`config.mk`:
```
export PLATFORM = sky130hd
export DESIGN_NAME = cubic_bezier_point_generator_unit
export DESIGN_NICKNAME = d
export VERILOG_FILES = /design/src/rtl/cbp_pkg.sv /design/src/rtl/cubic_bezier_point_generator_unit.sv /design/src/rtl/cbp_axis.sv /design/src/rtl/cbp_datapath.sv /design/src/rtl/cbp_ctrl.sv
export VERILOG_INCLUDE_DIRS = /design/src /design/src/rtl
export SDC_FILE = /design/constraint.sdc
export NUM_CORES = 2
export LEC_CHECK = 0
export ABC_AREA = 1
export BUFFER_PORTS_ARGS = -buffer_cell sky130_fd_sc_hd__buf_4
export CORE_ASPECT_RATIO = 1.2
export CORE_MARGIN = 5
export CORE_UTILIZATION = 59
export DETAILED_ROUTE_END_ITERATION = 6
export PLACE_DENSITY = 0.79
export SLEW_MARGIN = 20
export SYNTH_ARGS = -nofsm -noshare
export SYNTH_HDL_FRONTEND = slang
export SYNTH_SLANG_ARGS = --single-unit
```
`constraint.sdc`:
```
create_clock -name clk -period 11 [get_ports clk]
set_clock_uncertainty 0.05 [all_clocks]
set_input_delay 2.2 -clock clk [delete_from_list [all_inputs] [get_ports clk]]
set_output_delay 2.2 -clock clk [all_outputs]
set_load 0.01 [all_outputs]
```
`src/rtl/assert_macros.svh`:
```
// Assertion helpers for the RTL.
// CBP_ASSERT is off while rst_n is low; CBP_ASSERT_ALWAYS also checks during reset.
`ifndef ASSERT_MACROS_SVH
`define ASSERT_MACROS_SVH

`ifndef NO_ASSERTIONS
`define CBP_ASSERT(lbl, prop, msg) \
  lbl: assert property (@(posedge clk) disable iff (!rst_n) prop) else $error(msg);
`define CBP_ASSERT_ALWAYS(lbl, prop, msg) \
  lbl: assert property (@(posedge clk) prop) else $error(msg);
`else
`define CBP_ASSERT(lbl, prop, msg)
`define CBP_ASSERT_ALWAYS(lbl, prop, msg)
`endif

`endif

```
`src/rtl/cbp_pkg.sv`:
```
package cbp_pkg;

  localparam int PW    = 16;  // coordinate width, Q7.8
  localparam int CW    = 20;  // power-basis coefficient width
  localparam int QW    = 17;  // quotient bits, enough for magnitude 32768
  localparam int DIVCW = 5;   // divider step counter
  localparam int CFGW  = 7;

  localparam logic [CFGW-1:0] CFG_RESET   = 7'd64;
  localparam logic [CFGW-1:0] CFG_MIN_PTS = 7'd2;
  localparam logic [QW-1:0]   SAT_POS_MAG = 17'd32767;
  localparam logic [QW-1:0]   SAT_NEG_MAG = 17'd32768;
  localparam logic signed [PW-1:0] PT_MAX = 16'sh7fff;
  localparam logic signed [PW-1:0] PT_MIN = 16'sh8000;

  typedef enum logic [3:0] {
    ST_IDLE,
    ST_PREP1,
    ST_PREP2,
    ST_PREP3,
    ST_H1,
    ST_H2,
    ST_H3,
    ST_NUM,
    ST_DLOAD,
    ST_DIV,
    ST_EMIT
  } state_t;

  typedef enum logic [3:0] {
    OP_NONE,
    OP_PREP1,
    OP_PREP2,
    OP_PREP3,
    OP_H1,
    OP_H2,
    OP_H3,
    OP_NUM,
    OP_DLOAD,
    OP_DIV,
    OP_EMIT
  } dp_op_t;

  typedef struct packed {
    logic   load;
    logic   cfg_we;
    dp_op_t op;
  } cmd_t;

endpackage

```
`src/rtl/cubic_bezier_point_generator_unit.sv`:
```
// Channel   Transaction when                Payload
// input     start && !busy at clk edge      in_ctrl_x0..in_ctrl_y3
// result    out_valid high for one cycle    out_point_x, out_point_y, out_last_point
// config    cfg_valid && cfg_ready          cfg_points_per_curve
//
// After acceptance a segment is set up once (PREP1..PREP3); a new segment can be
// taken in the cycle busy drops.
// Per point: 3 Horner steps, rounding (NUM), divider load (DLOAD), a bit-serial
// divide by d^3 for the 17 quotient bits, and 1 emit.
// rst_n is synchronous; points_per_curve resets to 64. Config is taken only when idle.
// The receiver cannot stall: each point is shown for exactly one cycle.
module cubic_bezier_point_generator_unit #(
  parameter int MAX_POINTS = 64
) (
  input  logic                            clk,
  input  logic                            rst_n,
  input  logic                            start,
  output logic                            busy,
  input  logic signed [cbp_pkg::PW-1:0]   in_ctrl_x0,
  input  logic signed [cbp_pkg::PW-1:0]   in_ctrl_y0,
  input  logic signed [cbp_pkg::PW-1:0]   in_ctrl_x1,
  input  logic signed [cbp_pkg::PW-1:0]   in_ctrl_y1,
  input  logic signed [cbp_pkg::PW-1:0]   in_ctrl_x2,
  input  logic signed [cbp_pkg::PW-1:0]   in_ctrl_y2,
  input  logic signed [cbp_pkg::PW-1:0]   in_ctrl_x3,
  input  logic signed [cbp_pkg::PW-1:0]   in_ctrl_y3,
  output logic                            out_valid,
  output logic signed [cbp_pkg::PW-1:0]   out_point_x,
  output logic signed [cbp_pkg::PW-1:0]   out_point_y,
  output logic                            out_last_point,
  input  logic                            cfg_valid,
  output logic                            cfg_ready,
  input  logic [cbp_pkg::CFGW-1:0]        cfg_points_per_curve
);
  import cbp_pkg::*;

  cmd_t cmd;
  logic last_j;

  cbp_ctrl u_ctrl (
    .clk       (clk),
    .rst_n     (rst_n),
    .start     (start),
    .cfg_valid (cfg_valid),
    .last_j    (last_j),
    .busy      (busy),
    .cfg_ready (cfg_ready),
    .out_valid (out_valid),
    .cmd       (cmd)
  );

  cbp_datapath #(.MAX_POINTS(MAX_POINTS)) u_dp (
    .clk        (clk),
    .rst_n      (rst_n),
    .cmd        (cmd),
    .cfg_data   (cfg_points_per_curve),
    .ctrl_x0    (in_ctrl_x0),
    .ctrl_y0    (in_ctrl_y0),
    .ctrl_x1    (in_ctrl_x1),
    .ctrl_y1    (in_ctrl_y1),
    .ctrl_x2    (in_ctrl_x2),
    .ctrl_y2    (in_ctrl_y2),
    .ctrl_x3    (in_ctrl_x3),
    .ctrl_y3    (in_ctrl_y3),
    .last_j     (last_j),
    .point_x    (out_point_x),
    .point_y    (out_point_y),
    .last_point (out_last_point)
  );

endmodule

```
`src/rtl/cbp_axis.sv`:
```
// One coordinate axis: coefficients, Horner evaluation on a shared multiplier,
// rounding and a restoring divider (one quotient bit per cycle).
module cbp_axis #(
  parameter int DW = 6
) (
  input  logic                          clk,
  input  logic                          load,
  input  cbp_pkg::dp_op_t               op,
  input  logic signed [cbp_pkg::PW-1:0] p0,
  input  logic signed [cbp_pkg::PW-1:0] p1,
  input  logic signed [cbp_pkg::PW-1:0] p2,
  input  logic signed [cbp_pkg::PW-1:0] p3,
  input  logic [DW-1:0]                 j,
  input  logic [DW-1:0]                 d,
  input  logic [2*DW-1:0]               d2,
  input  logic [3*DW-1:0]               d3,
  output logic signed [cbp_pkg::PW-1:0] point
);
  import cbp_pkg::*;

  localparam int D3W = 3 * DW;
  localparam int AW  = CW + 3 * DW + 3;
  localparam int NW  = AW + 1;
  localparam int RW  = D3W + 1;

  logic signed [CW-1:0] e0, e1, e2, e3, t0, t1, t2;
  logic signed [CW-1:0] c3_r, c2_r, c1_r, c0_r;
  logic signed [AW-1:0] c2d_r, c1dd_r, c0ddd_r, acc_r;
  logic signed [AW-1:0] mul_a, addend, sum;
  logic signed [D3W:0]  mul_b;
  logic signed [AW+D3W:0] prod;
  logic signed [NW-1:0] acc2, d3s, num_s;
  logic [NW-1:0]        num_r, lim;
  logic [RW-1:0]        dd, rem_r;
  logic [RW:0]          sh, diff;
  logic                 ge;
  logic [QW-1:0]        quo_r;
  logic                 neg_r, ovf_r;
  logic signed [PW-1:0] point_r, sat;

  assign e0 = CW'(p0);
  assign e1 = CW'(p1);
  assign e2 = CW'(p2);
  assign e3 = CW'(p3);
  assign t0 = e0 + (e0 <<< 1);
  assign t1 = e1 + (e1 <<< 1);
  assign t2 = e2 + (e2 <<< 1);

  always_comb begin
    mul_a  = '0;
    mul_b  = '0;
    addend = '0;
    unique case (op)
      OP_PREP1: begin
        mul_a = AW'(c2_r);
        mul_b = $signed({1'b0, D3W'(d)});
      end
      OP_PREP2: begin
        mul_a = AW'(c1_r);
        mul_b = $signed({1'b0, D3W'(d2)});
      end
      OP_PREP3: begin
        mul_a = AW'(c0_r);
        mul_b = $signed({1'b0, d3});
      end
      OP_H1: begin
        mul_a  = AW'(c3_r);
        mul_b  = $signed({1'b0, D3W'(j)});
        addend = c2d_r;
      end
      OP_H2: begin
        mul_a  = acc_r;
        mul_b  = $signed({1'b0, D3W'(j)});
        addend = c1dd_r;
      end
      OP_H3: begin
        mul_a  = acc_r;
        mul_b  = $signed({1'b0, D3W'(j)});
        addend = c0ddd_r;
      end
      default: ;
    endcase
  end

  assign prod = mul_a * mul_b;
  assign sum  = $signed(prod[AW-1:0]) + addend;

  // 2|num| + d^3 and 2 d^3 give round-half-away-from-zero as a plain floor
  assign acc2  = {acc_r, 1'b0};
  assign d3s   = $signed({{(NW-D3W){1'b0}}, d3});
  assign num_s = acc_r[AW-1] ? (d3s - acc2) : (d3s + acc2);
  assign dd    = {d3, 1'b0};
  assign lim   = {{(NW-RW-QW){1'b0}}, dd, {QW{1'b0}}};

  assign sh   = {rem_r, quo_r[QW-1]};
  assign diff = sh - {1'b0, dd};
  assign ge   = (sh >= {1'b0, dd});

  always_comb begin
    if (neg_r) begin
      sat = (ovf_r || quo_r > SAT_NEG_MAG) ? PT_MIN : -$signed(quo_r[PW-1:0]);
    end else begin
      sat = (ovf_r || quo_r > SAT_POS_MAG) ? PT_MAX : $signed(quo_r[PW-1:0]);
    end
  end

  always_ff @(posedge clk) begin
    if (load) begin
      c3_r <= t1 - t2 + e3 - e0;
      c2_r <= t0 - (t1 <<< 1) + t2;
      c1_r <= t1 - t0;
      c0_r <= e0;
    end
    unique case (op)
      OP_PREP1: c2d_r   <= sum;
      OP_PREP2: c1dd_r  <= sum;
      OP_PREP3: c0ddd_r <= sum;
      OP_H1, OP_H2, OP_H3: acc_r <= sum;
      OP_NUM: begin
        num_r <= $unsigned(num_s);
        neg_r <= acc_r[AW-1];
      end
      OP_DLOAD: begin
        ovf_r <= (num_r >= lim);
        rem_r <= num_r[QW +: RW];
        quo_r <= num_r[QW-1:0];
      end
      OP_DIV: begin
        rem_r <= ge ? diff[RW-1:0] : sh[RW-1:0];
        quo_r <= {quo_r[QW-2:0], ge};
      end
      OP_EMIT: point_r <= sat;
      default: ;
    endcase
  end

  assign point = point_r;

endmodule

```
`src/rtl/cbp_datapath.sv`:
```
// Point-count register, shared d, d^2, d^3 and point index, two axis lanes.
module cbp_datapath #(
  parameter int MAX_POINTS = 64
) (
  input  logic                            clk,
  input  logic                            rst_n,
  input  cbp_pkg::cmd_t                   cmd,
  input  logic [cbp_pkg::CFGW-1:0]        cfg_data,
  input  logic signed [cbp_pkg::PW-1:0]   ctrl_x0,
  input  logic signed [cbp_pkg::PW-1:0]   ctrl_y0,
  input  logic signed [cbp_pkg::PW-1:0]   ctrl_x1,
  input  logic signed [cbp_pkg::PW-1:0]   ctrl_y1,
  input  logic signed [cbp_pkg::PW-1:0]   ctrl_x2,
  input  logic signed [cbp_pkg::PW-1:0]   ctrl_y2,
  input  logic signed [cbp_pkg::PW-1:0]   ctrl_x3,
  input  logic signed [cbp_pkg::PW-1:0]   ctrl_y3,
  output logic                            last_j,
  output logic signed [cbp_pkg::PW-1:0]   point_x,
  output logic signed [cbp_pkg::PW-1:0]   point_y,
  output logic                            last_point
);
  import cbp_pkg::*;

  localparam int DW = $clog2(MAX_POINTS);

  logic [CFGW-1:0]  n_r, n_eff;
  logic [DW-1:0]    d, j_r;
  logic [2*DW-1:0]  d2_r, d_sq;
  logic [3*DW-1:0]  d3_r, d_cu;
  logic             last_r;

  always_comb begin
    priority if (n_r < CFG_MIN_PTS) begin
      n_eff = CFG_MIN_PTS;
    end else if (n_r > CFGW'(MAX_POINTS)) begin
      n_eff = CFGW'(MAX_POINTS);
    end else begin
      n_eff = n_r;
    end
  end

  assign d      = DW'(n_eff - CFGW'(1));
  assign d_sq   = d * d;
  assign d_cu   = d2_r * d;
  assign last_j = (j_r == d);

  always_ff @(posedge clk) begin
    if (!rst_n) begin
      n_r <= CFG_RESET;
    end else if (cmd.cfg_we) begin
      n_r <= cfg_data;
    end
  end

  always_ff @(posedge clk) begin
    if (cmd.load) begin
      j_r <= '0;
    end
    unique case (cmd.op)
      OP_PREP1: d2_r <= d_sq;
      OP_PREP2: d3_r <= d_cu;
      OP_EMIT: begin
        j_r    <= j_r + DW'(1);
        last_r <= last_j;
      end
      default: ;
    endcase
  end

  cbp_axis #(.DW(DW)) u_axis_x (
    .clk   (clk),
    .load  (cmd.load),
    .op    (cmd.op),
    .p0    (ctrl_x0),
    .p1    (ctrl_x1),
    .p2    (ctrl_x2),
    .p3    (ctrl_x3),
    .j     (j_r),
    .d     (d),
    .d2    (d2_r),
    .d3    (d3_r),
    .point (point_x)
  );

  cbp_axis #(.DW(DW)) u_axis_y (
    .clk   (clk),
    .load  (cmd.load),
    .op    (cmd.op),
    .p0    (ctrl_y0),
    .p1    (ctrl_y1),
    .p2    (ctrl_y2),
    .p3    (ctrl_y3),
    .j     (j_r),
    .d     (d),
    .d2    (d2_r),
    .d3    (d3_r),
    .point (point_y)
  );

  assign last_point = last_r;

endmodule

```
`src/rtl/cbp_ctrl.sv`:
```
`include "assert_macros.svh"

// Sequencer: per-segment setup, then per point Horner, rounding, divide, emit.
module cbp_ctrl (
  input  logic          clk,
  input  logic          rst_n,
  input  logic          start,
  input  logic          cfg_valid,
  input  logic          last_j,
  output logic          busy,
  output logic          cfg_ready,
  output logic          out_valid,
  output cbp_pkg::cmd_t cmd
);
  import cbp_pkg::*;

  state_t           state_r, state_nxt;
  logic [DIVCW-1:0] div_cnt_r, div_cnt_nxt;
  logic             out_valid_r, out_valid_nxt;

  always_ff @(posedge clk) begin
    if (!rst_n) begin
      state_r     <= ST_IDLE;
      div_cnt_r   <= '0;
      out_valid_r <= 1'b0;
    end else begin
      state_r     <= state_nxt;
      div_cnt_r   <= div_cnt_nxt;
      out_valid_r <= out_valid_nxt;
    end
  end

  always_comb begin
    state_nxt     = state_r;
    div_cnt_nxt   = div_cnt_r;
    out_valid_nxt = (state_r == ST_EMIT);
    cmd.load      = 1'b0;
    cmd.cfg_we    = cfg_valid && (state_r == ST_IDLE);
    cmd.op        = OP_NONE;
    unique case (state_r)
      ST_IDLE: begin
        if (start) begin
          cmd.load  = 1'b1;
          state_nxt = ST_PREP1;
        end
      end
      ST_PREP1: begin
        cmd.op    = OP_PREP1;
        state_nxt = ST_PREP2;
      end
      ST_PREP2: begin
        cmd.op    = OP_PREP2;
        state_nxt = ST_PREP3;
      end
      ST_PREP3: begin
        cmd.op    = OP_PREP3;
        state_nxt = ST_H1;
      end
      ST_H1: begin
        cmd.op    = OP_H1;
        state_nxt = ST_H2;
      end
      ST_H2: begin
        cmd.op    = OP_H2;
        state_nxt = ST_H3;
      end
      ST_H3: begin
        cmd.op    = OP_H3;
        state_nxt = ST_NUM;
      end
      ST_NUM: begin
        cmd.op    = OP_NUM;
        state_nxt = ST_DLOAD;
      end
      ST_DLOAD: begin
        cmd.op      = OP_DLOAD;
        div_cnt_nxt = '0;
        state_nxt   = ST_DIV;
      end
      ST_DIV: begin
        cmd.op      = OP_DIV;
        div_cnt_nxt = div_cnt_r + DIVCW'(1);
        if (div_cnt_r == DIVCW'(QW - 1)) begin
          state_nxt = ST_EMIT;
        end
      end
      ST_EMIT: begin
        cmd.op    = OP_EMIT;
        state_nxt = last_j ? ST_IDLE : ST_H1;
      end
      default: state_nxt = ST_IDLE;
    endcase
  end

  assign busy      = (state_r != ST_IDLE);
  assign cfg_ready = (state_r == ST_IDLE);
  assign out_valid = out_valid_r;

  `CBP_ASSERT(a_strobe_after_emit, out_valid_r |-> $past(state_r == ST_EMIT), "strobe without emit")
  `CBP_ASSERT(a_accept_starts, (start && state_r == ST_IDLE) |=> state_r == ST_PREP1, "accept lost")
  `CBP_ASSERT(a_div_len, (state_r == ST_DIV && div_cnt_r != DIVCW'(QW - 1)) |=> state_r == ST_DIV, "divide cut short")
  `CBP_ASSERT(a_last_ends, (state_r == ST_EMIT && last_j) |=> (state_r == ST_IDLE && out_valid_r), "last point did not end segment")
  `CBP_ASSERT_ALWAYS(a_rst_quiet, !rst_n |=> !out_valid_r, "strobe after reset")

endmodule

```
==> impl_metrics.env <==
export IMPL_cts_max_level=3
export IMPL_synthToLayoutAreaGrowth_pct=7.84
export IMPL_wl_per_cell_um=22.3
export IMPL_post_cts_buffers=0
export IMPL_firstDrtPassIters=6
export IMPL_crit_family="adder cells"
export IMPL_pin_count=175
export IMPL_grt_overflow_total=0
export IMPL_ys_dominant_reg_cell="edfxtp_1"
export IMPL_path_buf_inv=7
export IMPL_grt_usage=0.348
export IMPL_regArea_mm2=0.0215
export IMPL_cts_resized=0
export IMPL_clkSlewWorstSetupHoldPaths_ns=0.06
export IMPL_yosysWarnings=0
export IMPL_grt_pass1_vias=69900
export IMPL_wirelength_um=262000
export IMPL_power_density_mw_per_mm2=201
export IMPL_core_mm2=0.144
export IMPL_holdCritPathClass="reg -> reg"
export IMPL_antenna_left=0
export IMPL_setup_tns_ns=0
export IMPL_worstSkewPairLatency_ns=0.72
export IMPL_cp_common_cell="fa_1"
export IMPL_startpoint_type="flip-flop"
export IMPL_synth_seq_cells=722
export IMPL_fmax_ghz=0.0990
export IMPL_path_max_fanout=31
export IMPL_finalCritPeriodShare=0.918
export IMPL_grt_max_degree=151
export IMPL_layout_nets=11700
export IMPL_avgViaCountPerCell=5.73
export IMPL_synth_area_per_cell_um2=8.89
export IMPL_cp_required_ns=11.44
export IMPL_finalMaxSlewViolations=0
export IMPL_total_power_w=0.0185
export IMPL_fillers=12000
export IMPL_hpwl_um=213000
export IMPL_grt_pass1_wl_um=402000
export IMPL_slew_headroom=0.212
export IMPL_cts_tree="yes"
export IMPL_cts_root_buffer="clkbuf_16"
export IMPL_ys_seq_area_frac=0.252
export IMPL_antenna_found_initial=13
export IMPL_finalHoldViolCount=0
export IMPL_cts_sinks=722
export IMPL_slowest_stage="ha_1"
export IMPL_cts_buffers=77
export IMPL_std_cell_rows=153
export IMPL_intPower_w=0.00981
export IMPL_power_frac_comb=0.608
export IMPL_leakage_nw=45.4
export IMPL_yosys_cell_types_count=62
export IMPL_ir_drop_v=0.000358
export IMPL_vias=67300
export IMPL_switching_share=0.469
export IMPL_die_h_um=427
export IMPL_end_kind="flip-flop"
export IMPL_die_area_mm2=0.152
export IMPL_setup_viol=0
export IMPL_tightest_slew_ns=1.17
export IMPL_final_cell_mix="inv_1 (2,222), nand2_1 (1,546), fa_1 (1,192), nor2_1 (900), edfxtp_1 (705)"
export IMPL_status="finished clean"
export IMPL_first_iter_violations=6444
export IMPL_initial_core_util=0.592
export IMPL_die_w_um=357
export IMPL_synthCells=9609
export IMPL_async_reset_ff_frac=0
export IMPL_crit_arrival_ns=10.53
export IMPL_drv_cap=0
export IMPL_cts_path_max_buffers=3
export IMPL_rsz0062_at_grt="false"
export IMPL_period_minus_slack_ns=10.10
export IMPL_drc=0
export IMPL_gp_congestion=1.03
export IMPL_portBuffers=174
export IMPL_syn_area_mm2=0.0854
export IMPL_holdBufCountCts=0
export IMPL_pwr_share_seq=0.245
export IMPL_multi_input_area_mm2=0.0549
export IMPL_worstSetupPathType="reg -> reg"
export IMPL_layout_cells_most_common="inv_1"
export IMPL_cp_slowest_stage_delay_ns=0.65
export IMPL_power_switching_w=0.00866
export IMPL_synth_edf_count=705
export IMPL_r2r_slack_ns=0.90
export IMPL_p_clk_frac=0.146
export IMPL_drive_gt1_frac=0.0543
==> per-layer routing <==
| layer | global-route usage | wire (um) |
|---|---|---|
| met5 | 0 | 56 |
| met4 | 0.201 | 18700 |
| met3 | 0.0859 | 27900 |
| met2 | 0.559 | 120000 |
| met1 | 0.431 | 95200 |
==> cells by family after synthesis <==
group / after synthesis / synth area share
XOR/XNOR: 500 / 0.0516
adder cells (fa/ha/maj): 1782 / 0.366
other: 2 / 0.0000879
buffers and inverters: 2495 / 0.110
flip-flops: 722 / 0.252
AND/OR/NAND/NOR: 2910 / 0.139
AO/OA/AOI/OAI: 1198 / 0.0817
==> power by group through the flow <==
| stage | Sequential [W] | Clock [W] | Combinational, W |
|---|---|---|---|
| 2_1_floorplan | 0.00446 | 0 | 0.00797 |
| 3_3_place_gp | 0.00457 | 0 | 0.0106 |
| 3_5_place_dp | 0.00458 | 0 | 0.0110 |
| 4_1_cts | 0.00453 | 0.00272 | 0.0111 |
| 5_1_grt | 0.00455 | 0.00283 | 0.0126 |
| 6_report | 0.00453 | 0.00270 | 0.0112 |
==> worst reg2reg max path: cells and delay by family (launching register included) <==
family                   cells  cell delay, ns
adder cells (fa/ha/maj)      9            4.04
buffers and inverters        7            1.67
XOR/XNOR                     1            0.22
AO/OA/AOI/OAI                9            2.41
AND/OR/NAND/NOR              7            1.08
flip-flops                   1            0.41
==> state kept, by name, indices dropped and copies added, names as in the netlist, 41 cells and up <==
register and count:
u_dp.u_axis_x.acc_r 41, u_dp.u_axis_x.c0ddd_r 41, u_dp.u_axis_x.c1dd_r 41, u_dp.u_axis_x.c2d_r 41, u_dp.u_axis_x.num_r 41, u_dp.u_axis_y.acc_r 41
u_dp.u_axis_y.c0ddd_r 41, u_dp.u_axis_y.c1dd_r 41, u_dp.u_axis_y.c2d_r 41, u_dp.u_axis_y.num_r 42
==> area by class of cell <==
cell class / count / share of cell area
multi-input combinational: 6396 / 0.596
clock buffer: 97 / 0.0225
inverter: 2256 / 0.0920
sequential: 722 / 0.234
tap: 1937 / 0.0263
antenna: 3 / 0.0000815
clock inverter: 41 / 0.00541
timing repair buffer: 295 / 0.0245
==> final timing paths <==
kind | start | end | cells past startpoint
max | u_dp.n_r[2] | u_dp.u_axis_y.acc_r[33] | 33
min | u_ctrl.div_cnt_r[3] | u_ctrl.div_cnt_r[3] | 2
max reg2reg | u_dp.n_r[2] | u_dp.u_axis_y.acc_r[33] | 33
min reg2reg | u_ctrl.div_cnt_r[3] | u_ctrl.div_cnt_r[3] | 2
==> per-stage QoR <==
stage                     setup slack [ns]   util  std cells  cell area [um^2]  hold slack, ns
final                                0.904  0.638      11700             92100           0.448
after global routing                 0.530  0.638      11700             92100           0.463
after CTS                             1.17  0.638      11700             92100           0.446
after detailed placement              1.23  0.620      11600             89500           0.437
after global placement                1.39  0.620      11600             89500           0.420
after floorplan                      0.665      -       9613             85400           0.374
==> cells in the mapped netlist (29+ instances only) <==
cell      number  area, um^2
a21o_1        29         218
a21oi_1      538        2690
a22o_1       100         876
a31oi_1       41         257
buf_1         36         135
clkbuf_1     193         724
edfxtp_1     705       21200
fa_1        1192       23900
ha_1         590        7380
inv_1       2225        8350
nand2_1     1550        5820
nand3_1      181         906
nand4_1       69         432
nor2_1       911        3420
nor3_1        69         345
nor4_1        56         350
o21ai_0      322        1610
o21bai_1      35         263
xnor2_1      142        1240
xor2_1       356        3120
Power figures use the tool's default switching activity.
